### src/tst_pkg.sv
package tst_pkg;

  localparam int KEY_W           = 64;
  localparam int VAL_W           = 16;
  localparam int POS_W           = 4;
  localparam int CAP_W           = 5;
  localparam int IN_DATA_W       = KEY_W + VAL_W;
  localparam int OUT_DATA_W      = 24;
  localparam int DEF_MAX_ENTRIES = 16;

  localparam logic [CAP_W-1:0] CAP_RESET = CAP_W'(16);

  localparam logic MODE_INSERT = 1'b0;
  localparam logic MODE_LOOKUP = 1'b1;

  typedef enum logic [2:0] {
    ST_IDLE,
    ST_SEARCH,
    ST_WRITE,
    ST_SWAP_LO,
    ST_SWAP_HI,
    ST_DONE
  } state_e;

  typedef enum logic [1:0] {
    WSEL_INPUT,
    WSEL_LAST,
    WSEL_PREV
  } wsel_e;

  typedef enum logic [1:0] {
    VSEL_ZERO,
    VSEL_PAYLOAD,
    VSEL_LAST
  } vsel_e;

  typedef struct packed {
    logic [KEY_W-1:0] key;
    logic [VAL_W-1:0] value;
  } slot_t;

  typedef struct packed {
    logic  load;
    logic  rd_en;
    logic  cmp_shift;
    logic  wr_en;
    wsel_e wsel;
    logic  out_load;
    logic  out_ok;
    vsel_e vsel;
  } cmd_t;

  typedef struct packed {
    logic mode;
    logic match;
    logic out_free;
  } status_t;

endpackage

### src/tst_dpath.sv
module tst_dpath #(
  parameter int MAX_ENTRIES = tst_pkg::DEF_MAX_ENTRIES,
  parameter int IW          = 4
) (
  input  logic                        clk_i,
  input  logic                        rst_ni,
  input  tst_pkg::cmd_t               cmd_i,
  input  logic [IW-1:0]               rd_addr_i,
  input  logic [IW-1:0]               wr_addr_i,
  input  logic [IW-1:0]               out_pos_i,
  output tst_pkg::status_t            status_o,
  input  logic                        in_mode_i,
  input  logic [tst_pkg::KEY_W-1:0]   in_key_i,
  input  logic [tst_pkg::VAL_W-1:0]   in_payload_i,
  output logic                        m_valid_o,
  input  logic                        m_ready_i,
  output logic                        out_ok_o,
  output logic [tst_pkg::VAL_W-1:0]   out_value_o,
  output logic [tst_pkg::POS_W-1:0]   out_pos_o
);
  import tst_pkg::*;

  slot_t mem [MAX_ENTRIES];

  slot_t             rdata_q;
  slot_t             last_q;
  slot_t             prev_q;
  slot_t             wdata;
  logic [KEY_W-1:0]  key_q;
  logic [VAL_W-1:0]  payload_q;
  logic              mode_q;

  logic              m_valid_q, m_valid_d;
  logic              ok_q;
  logic [VAL_W-1:0]  value_q, value_d;
  logic [POS_W-1:0]  pos_q;
  logic [IW+POS_W-1:0] pos_ext;

  always_comb begin
    case (cmd_i.wsel)
      WSEL_LAST: wdata = last_q;
      WSEL_PREV: wdata = prev_q;
      default:   wdata = '{key: key_q, value: payload_q};
    endcase
  end

  always_ff @(posedge clk_i) begin
    if (cmd_i.load) begin
      key_q     <= in_key_i;
      payload_q <= in_payload_i;
      mode_q    <= in_mode_i;
    end
    if (cmd_i.rd_en) begin
      rdata_q <= mem[rd_addr_i];
    end
    if (cmd_i.wr_en) begin
      mem[wr_addr_i] <= wdata;
    end
    // keep the compared entry and the one before it for the swap
    if (cmd_i.cmp_shift) begin
      last_q <= rdata_q;
      prev_q <= last_q;
    end
  end

  always_comb begin
    case (cmd_i.vsel)
      VSEL_PAYLOAD: value_d = payload_q;
      VSEL_LAST:    value_d = last_q.value;
      default:      value_d = '0;
    endcase
  end

  assign pos_ext = {{POS_W{1'b0}}, out_pos_i};

  always_comb begin
    m_valid_d = m_valid_q;
    if (cmd_i.out_load) begin
      m_valid_d = 1'b1;
    end else if (m_ready_i) begin
      m_valid_d = 1'b0;
    end
  end

  always_ff @(posedge clk_i or negedge rst_ni) begin
    if (!rst_ni) begin
      m_valid_q <= 1'b0;
    end else begin
      m_valid_q <= m_valid_d;
    end
  end

  always_ff @(posedge clk_i) begin
    if (cmd_i.out_load) begin
      ok_q    <= cmd_i.out_ok;
      value_q <= value_d;
      pos_q   <= pos_ext[POS_W-1:0];
    end
  end

  assign status_o.mode     = mode_q;
  assign status_o.match    = (rdata_q.key == key_q);
  assign status_o.out_free = !m_valid_q || m_ready_i;

  assign m_valid_o   = m_valid_q;
  assign out_ok_o    = ok_q;
  assign out_value_o = value_q;
  assign out_pos_o   = pos_q;

endmodule

### src/tst_ctrl.sv
module tst_ctrl #(
  parameter int MAX_ENTRIES = tst_pkg::DEF_MAX_ENTRIES,
  parameter int IW          = 4
) (
  input  logic                        clk_i,
  input  logic                        rst_ni,
  input  logic                        in_valid_i,
  output logic                        in_ready_o,
  input  logic                        cfg_we_i,
  input  logic [tst_pkg::CAP_W-1:0]   cfg_wdata_i,
  input  tst_pkg::status_t            status_i,
  output tst_pkg::cmd_t               cmd_o,
  output logic [IW-1:0]               rd_addr_o,
  output logic [IW-1:0]               wr_addr_o,
  output logic [IW-1:0]               out_pos_o
);
  import tst_pkg::*;

  localparam int FW   = $clog2(MAX_ENTRIES + 1);
  localparam int CMPW = (FW > CAP_W) ? FW : CAP_W;

  state_e           state_q, state_d;
  logic [FW-1:0]    idx_q, idx_d;
  logic [FW-1:0]    fill_q, fill_d;
  logic [FW-1:0]    fill_m1;
  logic             cmp_v_q, cmp_v_d;
  logic [IW-1:0]    cmp_idx_q, cmp_idx_d;
  logic [IW-1:0]    pos_q, pos_d;
  logic             ok_q, ok_d;
  vsel_e            vsel_q, vsel_d;
  logic [CAP_W-1:0] cap_q;

  logic [CMPW-1:0]  cap_ext, eff_cap, fill_ext;
  logic             found, more;

  // a capacity of zero acts as one, anything above the table size as full size
  always_comb begin
    cap_ext = CMPW'(cap_q);
    if (cap_ext == '0) begin
      eff_cap = CMPW'(1);
    end else if (cap_ext > CMPW'(MAX_ENTRIES)) begin
      eff_cap = CMPW'(MAX_ENTRIES);
    end else begin
      eff_cap = cap_ext;
    end
  end

  assign fill_ext = CMPW'(fill_q);
  assign fill_m1  = fill_q - FW'(1);
  assign found    = cmp_v_q && status_i.match;
  assign more     = (idx_q < fill_q);

  always_comb begin
    state_d   = state_q;
    idx_d     = idx_q;
    fill_d    = fill_q;
    cmp_v_d   = cmp_v_q;
    cmp_idx_d = cmp_idx_q;
    pos_d     = pos_q;
    ok_d      = ok_q;
    vsel_d    = vsel_q;

    in_ready_o     = 1'b0;
    cmd_o.load      = 1'b0;
    cmd_o.rd_en     = 1'b0;
    cmd_o.cmp_shift = 1'b0;
    cmd_o.wr_en     = 1'b0;
    cmd_o.wsel      = WSEL_INPUT;
    cmd_o.out_load  = 1'b0;
    cmd_o.out_ok    = ok_q;
    cmd_o.vsel      = vsel_q;
    wr_addr_o       = pos_q;

    case (state_q)
      ST_IDLE: begin
        in_ready_o = 1'b1;
        if (in_valid_i) begin
          cmd_o.load = 1'b1;
          idx_d      = '0;
          cmp_v_d    = 1'b0;
          state_d    = ST_SEARCH;
        end
      end
      ST_SEARCH: begin
        cmd_o.cmp_shift = cmp_v_q;
        if (found) begin
          cmp_v_d = 1'b0;
          state_d = ST_DONE;
          if (status_i.mode == MODE_LOOKUP) begin
            ok_d   = 1'b1;
            vsel_d = VSEL_LAST;
            if (cmp_idx_q == '0) begin
              pos_d = '0;
            end else begin
              pos_d   = cmp_idx_q - IW'(1);
              state_d = ST_SWAP_LO;
            end
          end else begin
            // duplicate key on insert
            ok_d   = 1'b0;
            vsel_d = VSEL_ZERO;
            pos_d  = '0;
          end
        end else if (more) begin
          cmd_o.rd_en = 1'b1;
          idx_d       = idx_q + FW'(1);
          cmp_v_d     = 1'b1;
          cmp_idx_d   = idx_q[IW-1:0];
        end else begin
          cmp_v_d = 1'b0;
          if (status_i.mode == MODE_INSERT) begin
            ok_d    = 1'b1;
            vsel_d  = VSEL_PAYLOAD;
            state_d = ST_WRITE;
            if (fill_ext < eff_cap) begin
              pos_d  = fill_q[IW-1:0];
              fill_d = fill_q + FW'(1);
            end else begin
              // full: overwrite the last filled slot
              pos_d = fill_m1[IW-1:0];
            end
          end else begin
            ok_d    = 1'b0;
            vsel_d  = VSEL_ZERO;
            pos_d   = '0;
            state_d = ST_DONE;
          end
        end
      end
      ST_WRITE: begin
        cmd_o.wr_en = 1'b1;
        cmd_o.wsel  = WSEL_INPUT;
        state_d     = ST_DONE;
      end
      ST_SWAP_LO: begin
        cmd_o.wr_en = 1'b1;
        cmd_o.wsel  = WSEL_LAST;
        state_d     = ST_SWAP_HI;
      end
      ST_SWAP_HI: begin
        cmd_o.wr_en = 1'b1;
        cmd_o.wsel  = WSEL_PREV;
        wr_addr_o   = pos_q + IW'(1);
        state_d     = ST_DONE;
      end
      ST_DONE: begin
        if (status_i.out_free) begin
          cmd_o.out_load = 1'b1;
          state_d        = ST_IDLE;
        end
      end
      default: begin
        state_d = ST_IDLE;
      end
    endcase
  end

  assign rd_addr_o = idx_q[IW-1:0];
  assign out_pos_o = pos_q;

  always_ff @(posedge clk_i or negedge rst_ni) begin
    if (!rst_ni) begin
      state_q   <= ST_IDLE;
      idx_q     <= '0;
      fill_q    <= '0;
      cmp_v_q   <= 1'b0;
      cmp_idx_q <= '0;
      pos_q     <= '0;
      ok_q      <= 1'b0;
      vsel_q    <= VSEL_ZERO;
      cap_q     <= CAP_RESET;
    end else begin
      state_q   <= state_d;
      idx_q     <= idx_d;
      fill_q    <= fill_d;
      cmp_v_q   <= cmp_v_d;
      cmp_idx_q <= cmp_idx_d;
      pos_q     <= pos_d;
      ok_q      <= ok_d;
      vsel_q    <= vsel_d;
      if (cfg_we_i) begin
        cap_q <= cfg_wdata_i;
      end
    end
  end

endmodule

### src/transpose_session_table.sv
// Key/value session table of MAX_ENTRIES slots kept as a self-organizing list.
// An insert item (tuser 0) stores key and payload unless the key is already
// present; once the fill count reaches the capacity register, the last filled
// slot is overwritten. A lookup item (tuser 1) searches from slot 0 and, on a
// hit, swaps the entry with its predecessor; the result carries the value and
// the entry's new slot. The table compares one stored key per cycle through a
// single-port slot memory with registered read, and items are handled one at a
// time. A finished result waits in an output register while the next item is
// accepted. Capacity may be written only while the block is idle; values of 0
// act as 1 and values above MAX_ENTRIES as MAX_ENTRIES.
module transpose_session_table #(
  parameter int MAX_ENTRIES = tst_pkg::DEF_MAX_ENTRIES
) (
  input  logic                             clk_i,
  input  logic                             rst_ni,
  input  logic                             s_axis_tvalid,
  output logic                             s_axis_tready,
  input  logic [tst_pkg::IN_DATA_W-1:0]    s_axis_tdata,   // key[63:0], payload[79:64]
  input  logic                             s_axis_tuser,   // mode
  output logic                             m_axis_tvalid,
  input  logic                             m_axis_tready,
  output logic [tst_pkg::OUT_DATA_W-1:0]   m_axis_tdata,   // value[15:0], position[19:16]
  output logic                             m_axis_tuser,   // ok
  input  logic                             cfg_we_i,
  input  logic [tst_pkg::CAP_W-1:0]        cfg_wdata_i     // capacity
);
  import tst_pkg::*;

  localparam int IW = (MAX_ENTRIES > 1) ? $clog2(MAX_ENTRIES) : 1;

  cmd_t             cmd;
  status_t          status;
  logic [IW-1:0]    rd_addr;
  logic [IW-1:0]    wr_addr;
  logic [IW-1:0]    out_pos;
  logic [VAL_W-1:0] out_value;
  logic [POS_W-1:0] out_position;

  tst_ctrl #(
    .MAX_ENTRIES(MAX_ENTRIES),
    .IW         (IW)
  ) u_ctrl (
    .clk_i      (clk_i),
    .rst_ni     (rst_ni),
    .in_valid_i (s_axis_tvalid),
    .in_ready_o (s_axis_tready),
    .cfg_we_i   (cfg_we_i),
    .cfg_wdata_i(cfg_wdata_i),
    .status_i   (status),
    .cmd_o      (cmd),
    .rd_addr_o  (rd_addr),
    .wr_addr_o  (wr_addr),
    .out_pos_o  (out_pos)
  );

  tst_dpath #(
    .MAX_ENTRIES(MAX_ENTRIES),
    .IW         (IW)
  ) u_dpath (
    .clk_i       (clk_i),
    .rst_ni      (rst_ni),
    .cmd_i       (cmd),
    .rd_addr_i   (rd_addr),
    .wr_addr_i   (wr_addr),
    .out_pos_i   (out_pos),
    .status_o    (status),
    .in_mode_i   (s_axis_tuser),
    .in_key_i    (s_axis_tdata[KEY_W-1:0]),
    .in_payload_i(s_axis_tdata[KEY_W+VAL_W-1:KEY_W]),
    .m_valid_o   (m_axis_tvalid),
    .m_ready_i   (m_axis_tready),
    .out_ok_o    (m_axis_tuser),
    .out_value_o (out_value),
    .out_pos_o   (out_position)
  );

  assign m_axis_tdata = {{(OUT_DATA_W - VAL_W - POS_W){1'b0}}, out_position, out_value};

endmodule
### config.mk
export PLATFORM = sky130hd
export DESIGN_NAME = transpose_session_table
export DESIGN_NICKNAME = d
export VERILOG_FILES = /design/src/tst_pkg.sv /design/src/tst_dpath.sv /design/src/tst_ctrl.sv /design/src/transpose_session_table.sv
export SDC_FILE = /design/constraint.sdc
export NUM_CORES = 1
export LEC_CHECK = 0
export BUFFER_PORTS_ARGS = -buffer_cell sky130_fd_sc_hd__buf_2
export CELL_PAD_IN_SITES_DETAIL_PLACEMENT = 0
export CELL_PAD_IN_SITES_GLOBAL_PLACEMENT = 1
export CORE_ASPECT_RATIO = 0.9
export CORE_UTILIZATION = 30
export DETAILED_ROUTE_END_ITERATION = 8
export PLACE_DENSITY = 0.45
export SETUP_SLACK_MARGIN = 0.05
export SLEW_MARGIN = 15
export SYNTH_ARGS = -nofsm -noshare
export SYNTH_HDL_FRONTEND = slang
export SYNTH_SLANG_ARGS = --single-unit
### constraint.sdc
create_clock -name clk_i -period 11.7 [get_ports clk_i]
set_input_delay 0.585 -clock clk_i [delete_from_list [all_inputs] [get_ports clk_i]]
set_output_delay 0.585 -clock clk_i [all_outputs]
set_load 0.02 [all_outputs]
# Word-level counts from Yosys, hierarchy flattened
# Memories as Yosys holds them, arrays and structs flattened. A register that Yosys moved wholly into a read port is not among the register bits.
# Cells that the tools add are included.
[totals]
regBits = 293
ramBits = 1280
inputBits = 91
out_inout_bits = 27
word_cells = 109
mem_count = 1
[op_classes]
add_sub_neg = 5
order_cmp = 3
eq_ne = 16
n_mux = 46
bitwise_logic = 3
n_reduce_logical = 15
[mem_list]
columns = ["name", "depth", "width", "read_ports", "rd_clocked_by_memory_dff", "wr", "line_no", "source"]
rows = [
  ["u_dpath.mem", 16, 80, 1, 1, 1, "tst_dpath.sv:23", "slot_t mem [MAX_ENTRIES];"],
]
[op_table]
columns = ["operator", "n"]
rows = [
  ["case mux 80 bit (2 select lines)", 1],
  ["== test 64 bit", 1],
  ["case mux 16 bit (2 select lines)", 1],
  ["2-to-1 mux 4 bit", 7],
  ["2-to-1 mux 5 bit", 5],
  ["2-to-1 mux 3 bit", 7],
  ["2-to-1 mux 1 bit", 17],
  ["case mux 3 bit (5 select lines)", 1],
  ["adder 5 x 1 -> 5 bit (second input constant)", 2],
  ["less-than comparator 5 bit", 2],
  ["case mux 5 bit (2 select lines)", 1],
  ["case mux 3 bit (3 select lines)", 1],
  ["2-to-1 mux 2 bit", 4],
  ["subtractor 4 x 1 -> 4 bit (second input constant)", 2],
  ["== test 3 x 2 -> 1 bit (second input constant)", 2],
  ["== test 3 bit (second input constant)", 2],
  ["inequality test 2 bit (second input constant)", 3],
  ["AND reduction 3 bit", 2],
  ["greater-than comparator 5 bit (second input constant)", 1],
  ["zero test 5 bit", 1],
  ["AND reduction 5 bit", 1],
  ["adder 4 x 1 -> 4 bit (second input constant)", 1],
  ["== test 2 x 1 -> 1 bit (second input constant)", 2],
  ["== test 2 bit (second input constant)", 2],
  ["other kinds (14)", 19],
]

# Longest topological paths before layout
[logic_depth]
depth_word = 8
depth_mapped = 12
mapped_depth_nobuf = 12

# Hierarchy
# A second synthesis with hierarchy kept.
[hier_totals]
hier_cells = 2938
hier_area_um2 = 62636.3
[modules_own_cells]
columns = ["module", "n_inst", "cells_per_inst", "area_per_inst_um2", "seq_area_each_um2"]
rows = [
  ["tst_dpath", 1, 2726, 60528.1, 48731.7],
  ["tst_ctrl", 1, 207, 2074.5, 752.0],
  ["transpose_session_table", 1, 5, 33.8, 0.0],
]

# Worst setup path after synthesis
# OpenSTA, ideal clock, no wires.
[synth_timing]
path_kind = "reg-to-reg"
startpoint = "reg u_ctrl.state_q[2]"
endpoint = "mem u_dpath.mem[3][0] in the netlist's numbering, enable pin"
setup_time_ns = 0.519
arrival_ns = 4.870
required_ns = 11.181
path_slack_ns = 6.311
path_stages_with_launch = 8
path_buffers = 2
synth_period_minus_slack_ns = 5.389
path_cell_list = "dfrtp_1 clkbuf_1 nand2b_1 nor2_1 clkbuf_1 nand2_1 o22a_1 nor2_1"
[synth_via]
elab_chain_len = 4
elab_cells_between_ends = 7
cone_classes = "eq/ne (3); mux (4)"
[synth_lines]
columns = ["item", "line_no", "source"]
rows = [
  ["start: declaration", "tst_ctrl.sv:22", "state_e state_q, state_d;"],
  ["start signal: assignment", "tst_ctrl.sv:173", "state_q <= state_d;"],
  ["== test 3 bit or == test 3 x 2 -> 1 bit (tied branches)", "tst_ctrl.sv:74", "case (state_q)"],
  ["case mux 3 bit (3 select lines)", "tst_ctrl.sv:74", ""],
  ["2-to-1 mux 1 bit", "tst_dpath.sv:56", "if (cmd_i.wr_en) begin"],
  ["2-to-1 mux 1 bit (not written as such)", "tst_dpath.sv:57", "mem[wr_addr_i] <= wdata;"],
  ["end: declaration", "tst_dpath.sv:23", ""],
]
# Several ways; a longest one is shown, not always the timed one.

# Worst setup path in the final report
[layout_timing]
startpoint = "reg u_ctrl.state_q[2]"
endpoint = "mem u_dpath.mem[9][48] in the netlist's numbering, enable pin"
# Same word-level chain as after synthesis.

==> run metrics <==
outcome complete, no violations; CP required 12.09 ns; Hold Path Class in2reg; area delta synth->final 17.09%; Static Leak 23.00 nW; Post-Synthesis Cells 2779; worst hold endpoint u_dpath.key_q[54]; CTS tree yes; fin crit period 4.808 ns; VDD IR-drop max 0.0001796 V; vias in the first global route 31450; Antenna Nets Post-Route 0; fmax 0.2080 GHz; largest net degree at the start of global routing 131; antenna violations before repair 10; # IOs 118; Buffers on Ports 113; simple-gate share of the synthesized area 2.162%; Final TNS setup 0 ns; row cnt 158; Post-synth top flop edfxtp_1; Synth Area in Compound Gates 1.760%; R2R setup slack 6.89 ns; clock tree root driver cell clkbuf_16; Yosys top cell by area edfxtp_1; Placement Setup Slack 6.854 ns; number of synthesized flops with an enable pin 1622; area share of the largest cell type after synthesis 77.84%; Pins Over Slew Limit 0; crit-path max cell delay 0.82 ns; adder-cell share of the synthesized area 0.3799%; # placed instances 5544; R2R Path Start u_ctrl.state_q[2]; Pre-antenna DRT Iters 5; Worst EP arrival 5.19 ns; final setup fails 0; global-route wire length before repair 248300 µm; sequential fraction of the synthesis area 79.08%; startpoint types register; Remaining DRCs 0; Longest Clk Path Bufs 3; most frequent cell after synthesis edfxtp_1; Worst Slack Setup Final 6.892 ns; unique cell type count in the Yosys netlist 55; WL/cell 29.60 µm; post-DP HPWL 95970 µm; RSZ-0062 raised after global routing no; Crit. End Element register; die area 210400 µm²; Hold Path Stages 1; Slew @ Worst Pin 1.218 ns; post-CTS setup buffer count 0; worst reg2reg path depth 8; CTS Buf Count 181; Commonest cells post-synth 1622 x edfxtp_1, 400 x mux4_2, 187 x nand2_1; Post-Synth XOR/XNOR Area 0.7559%; Total Routing Usage GR 16.77%; Num Clock Sinks 1653; DR vias 29510; DR iter-0 viols 2487; max_cap viols 0; CP max stage cell buf_4; Die Y 435.3 µm; synth top area cells edfxtp_1 78%, mux4_2 14%, dfrtp_1 1.2%; P per Cell Area 259.5 nW/µm²; Slew HR 18.79%; worst r2r dst u_dpath.mem[9][48]; grt ovf 0; HP Start s_axis_tdata[54]; Skew-Pair Late Insertion Delay 0.81 ns; Mean Syn Cell Area 22.52 µm²; Core Region 206600 µm²; Layout Cells excl Fill 5961; mapped cell area 62570 µm²; Crit Path Max Fanout 38; crit path launch u_ctrl.state_q[2]; Initial Utilization 30.29%; share of layout cells above drive strength 1 27.26%; worst path cell trace nand2b_1 > nor2_4 > nand4_1 > o21ai_0 > a21oi_1 > nor2_4 > buf_4 > buf_4; WL final 176400 µm; htree depth 4; Hold Fails Final Rpt 0; largest family of logic cells by synthesized area multiplexers; cts repair resizes 0; Fin Clk Skew 0.04747 ns; gpl congestion 0.7472; drt via density 4.951; nets 3193; total power 19.01 mW; Die W 483.4 µm; Worst-path clk slew 0.06 ns; ys async rst share 1.875%; Hold-fix buffers, CTS 75; Yosys warnings 0; FF+latch count, synth 1653; post-synthesis mux area share 14.80%; Final Cycle Share 41.09%; WS Path Type reg2reg
==> cell families after synthesis <==
| group | Yosys count |
|---|---|
| mux | 423 |
| buf+inv | 166 |
| xor+xnor | 54 |
| flops | 1653 |
| other cells | 1 |
| compound gates | 151 |
| fa+ha+maj | 19 |
| simple gates | 312 |
==> through the flow <==
stage	hold slack (ns)	area, µm²	util [%]
CTS	0.001979	73250	35.46
floorplan	0.2894	62580	-
global route	0.002843	73270	35.46
detailed placement	0.4045	66700	32.29
finish	0.06313	73270	35.47
global placement	0.4025	66700	32.29
==> flip-flops by register name, summed over array words and instances, names as in the netlist, 2 cells and up <==
| name | flops |
|---|---|
| u_dpath.last_q | 80 |
| u_ctrl.fill_ext | 5 |
| u_dpath.payload_q | 16 |
| u_dpath.prev_q | 80 |
| u_dpath.key_q | 64 |
| u_ctrl.state_q | 3 |
| u_ctrl.cap_ext | 5 |
| u_dpath.rdata_q | 80 |
| u_dpath.out_value_o | 16 |
| u_dpath.mem | 1280 |
| u_ctrl.vsel_q | 2 |
| u_ctrl.out_pos_o | 4 |
| u_ctrl.cmp_idx_q | 4 |
| u_ctrl.idx_q | 5 |
| u_dpath.out_pos_o | 4 |
==> cell usage in the layout, fill, tap and decap left out, drive strengths merged, types with 8 or more instances in the layout <==
cell and count:
edfxtp 1622, mux4 400, clkbuf 218, nand2 187
buf 173, a22oi 99, clkinv 91, dlygate4sd3 76
nor2 55, inv 47, dfrtp 30, xor2 28
xnor2 26, ha 19, mux2 17, o21ai 16
nor3 15, bufinv 14, nand4 13, a21oi 11
nand2b 10, nor4 9, nor2b 8
==> area by class of cell <==
type | count | area, µm²
fill | 18930 | 133300
sequential | 1653 | 49500
multi-input combinational | 963 | 12600
clock buffer | 218 | 4711
tap | 2720 | 3403
timing repair buffer | 249 | 1827
clock inverter | 121 | 1087
inverter | 35 | 136.4
antenna | 2 | 5.005
==> worst max-delay path: cells and delay by family, from the launching register on <==
family | cells | cell delay, ns
compound gates | 2 | 0.47
flops | 1 | 0.50
simple gates | 4 | 1.79
buf+inv | 2 | 1.49
==> power by group <==
group          internal, mW  total (mW)  switching [mW]
Sequential             8.31        8.74           0.438
Combinational          1.60        4.67            3.06
Clock                  3.20        5.60            2.41
Total                  13.1        19.0            5.91
==> worst max-delay path by stage <==
stage / to / slack [ns] / depth (start not counted)
after floorplan: u_dpath.mem[3][0] / 6.31 / 7
after global placement: u_dpath.mem[9][48] / 6.84 / 8
after global routing: u_dpath.mem[9][48] / 6.59 / 8
final: u_dpath.mem[9][48] / 6.89 / 8
after CTS: u_dpath.mem[9][48] / 6.78 / 8
after detailed placement: u_dpath.mem[9][48] / 6.85 / 8
==> per-layer routing <==
layer / share of wire [%] / track usage [%] / vias up
met3: 4.5 / 2.916 / 209
li1: - / - / 12260
met4: 2.0 / 4.118 / 0
met1: 45 / 23.53 / 16280
met5: 0 / 0 / -
met2: 48 / 26.97 / 764
Note: power is estimated with default switching activity, not from simulation.
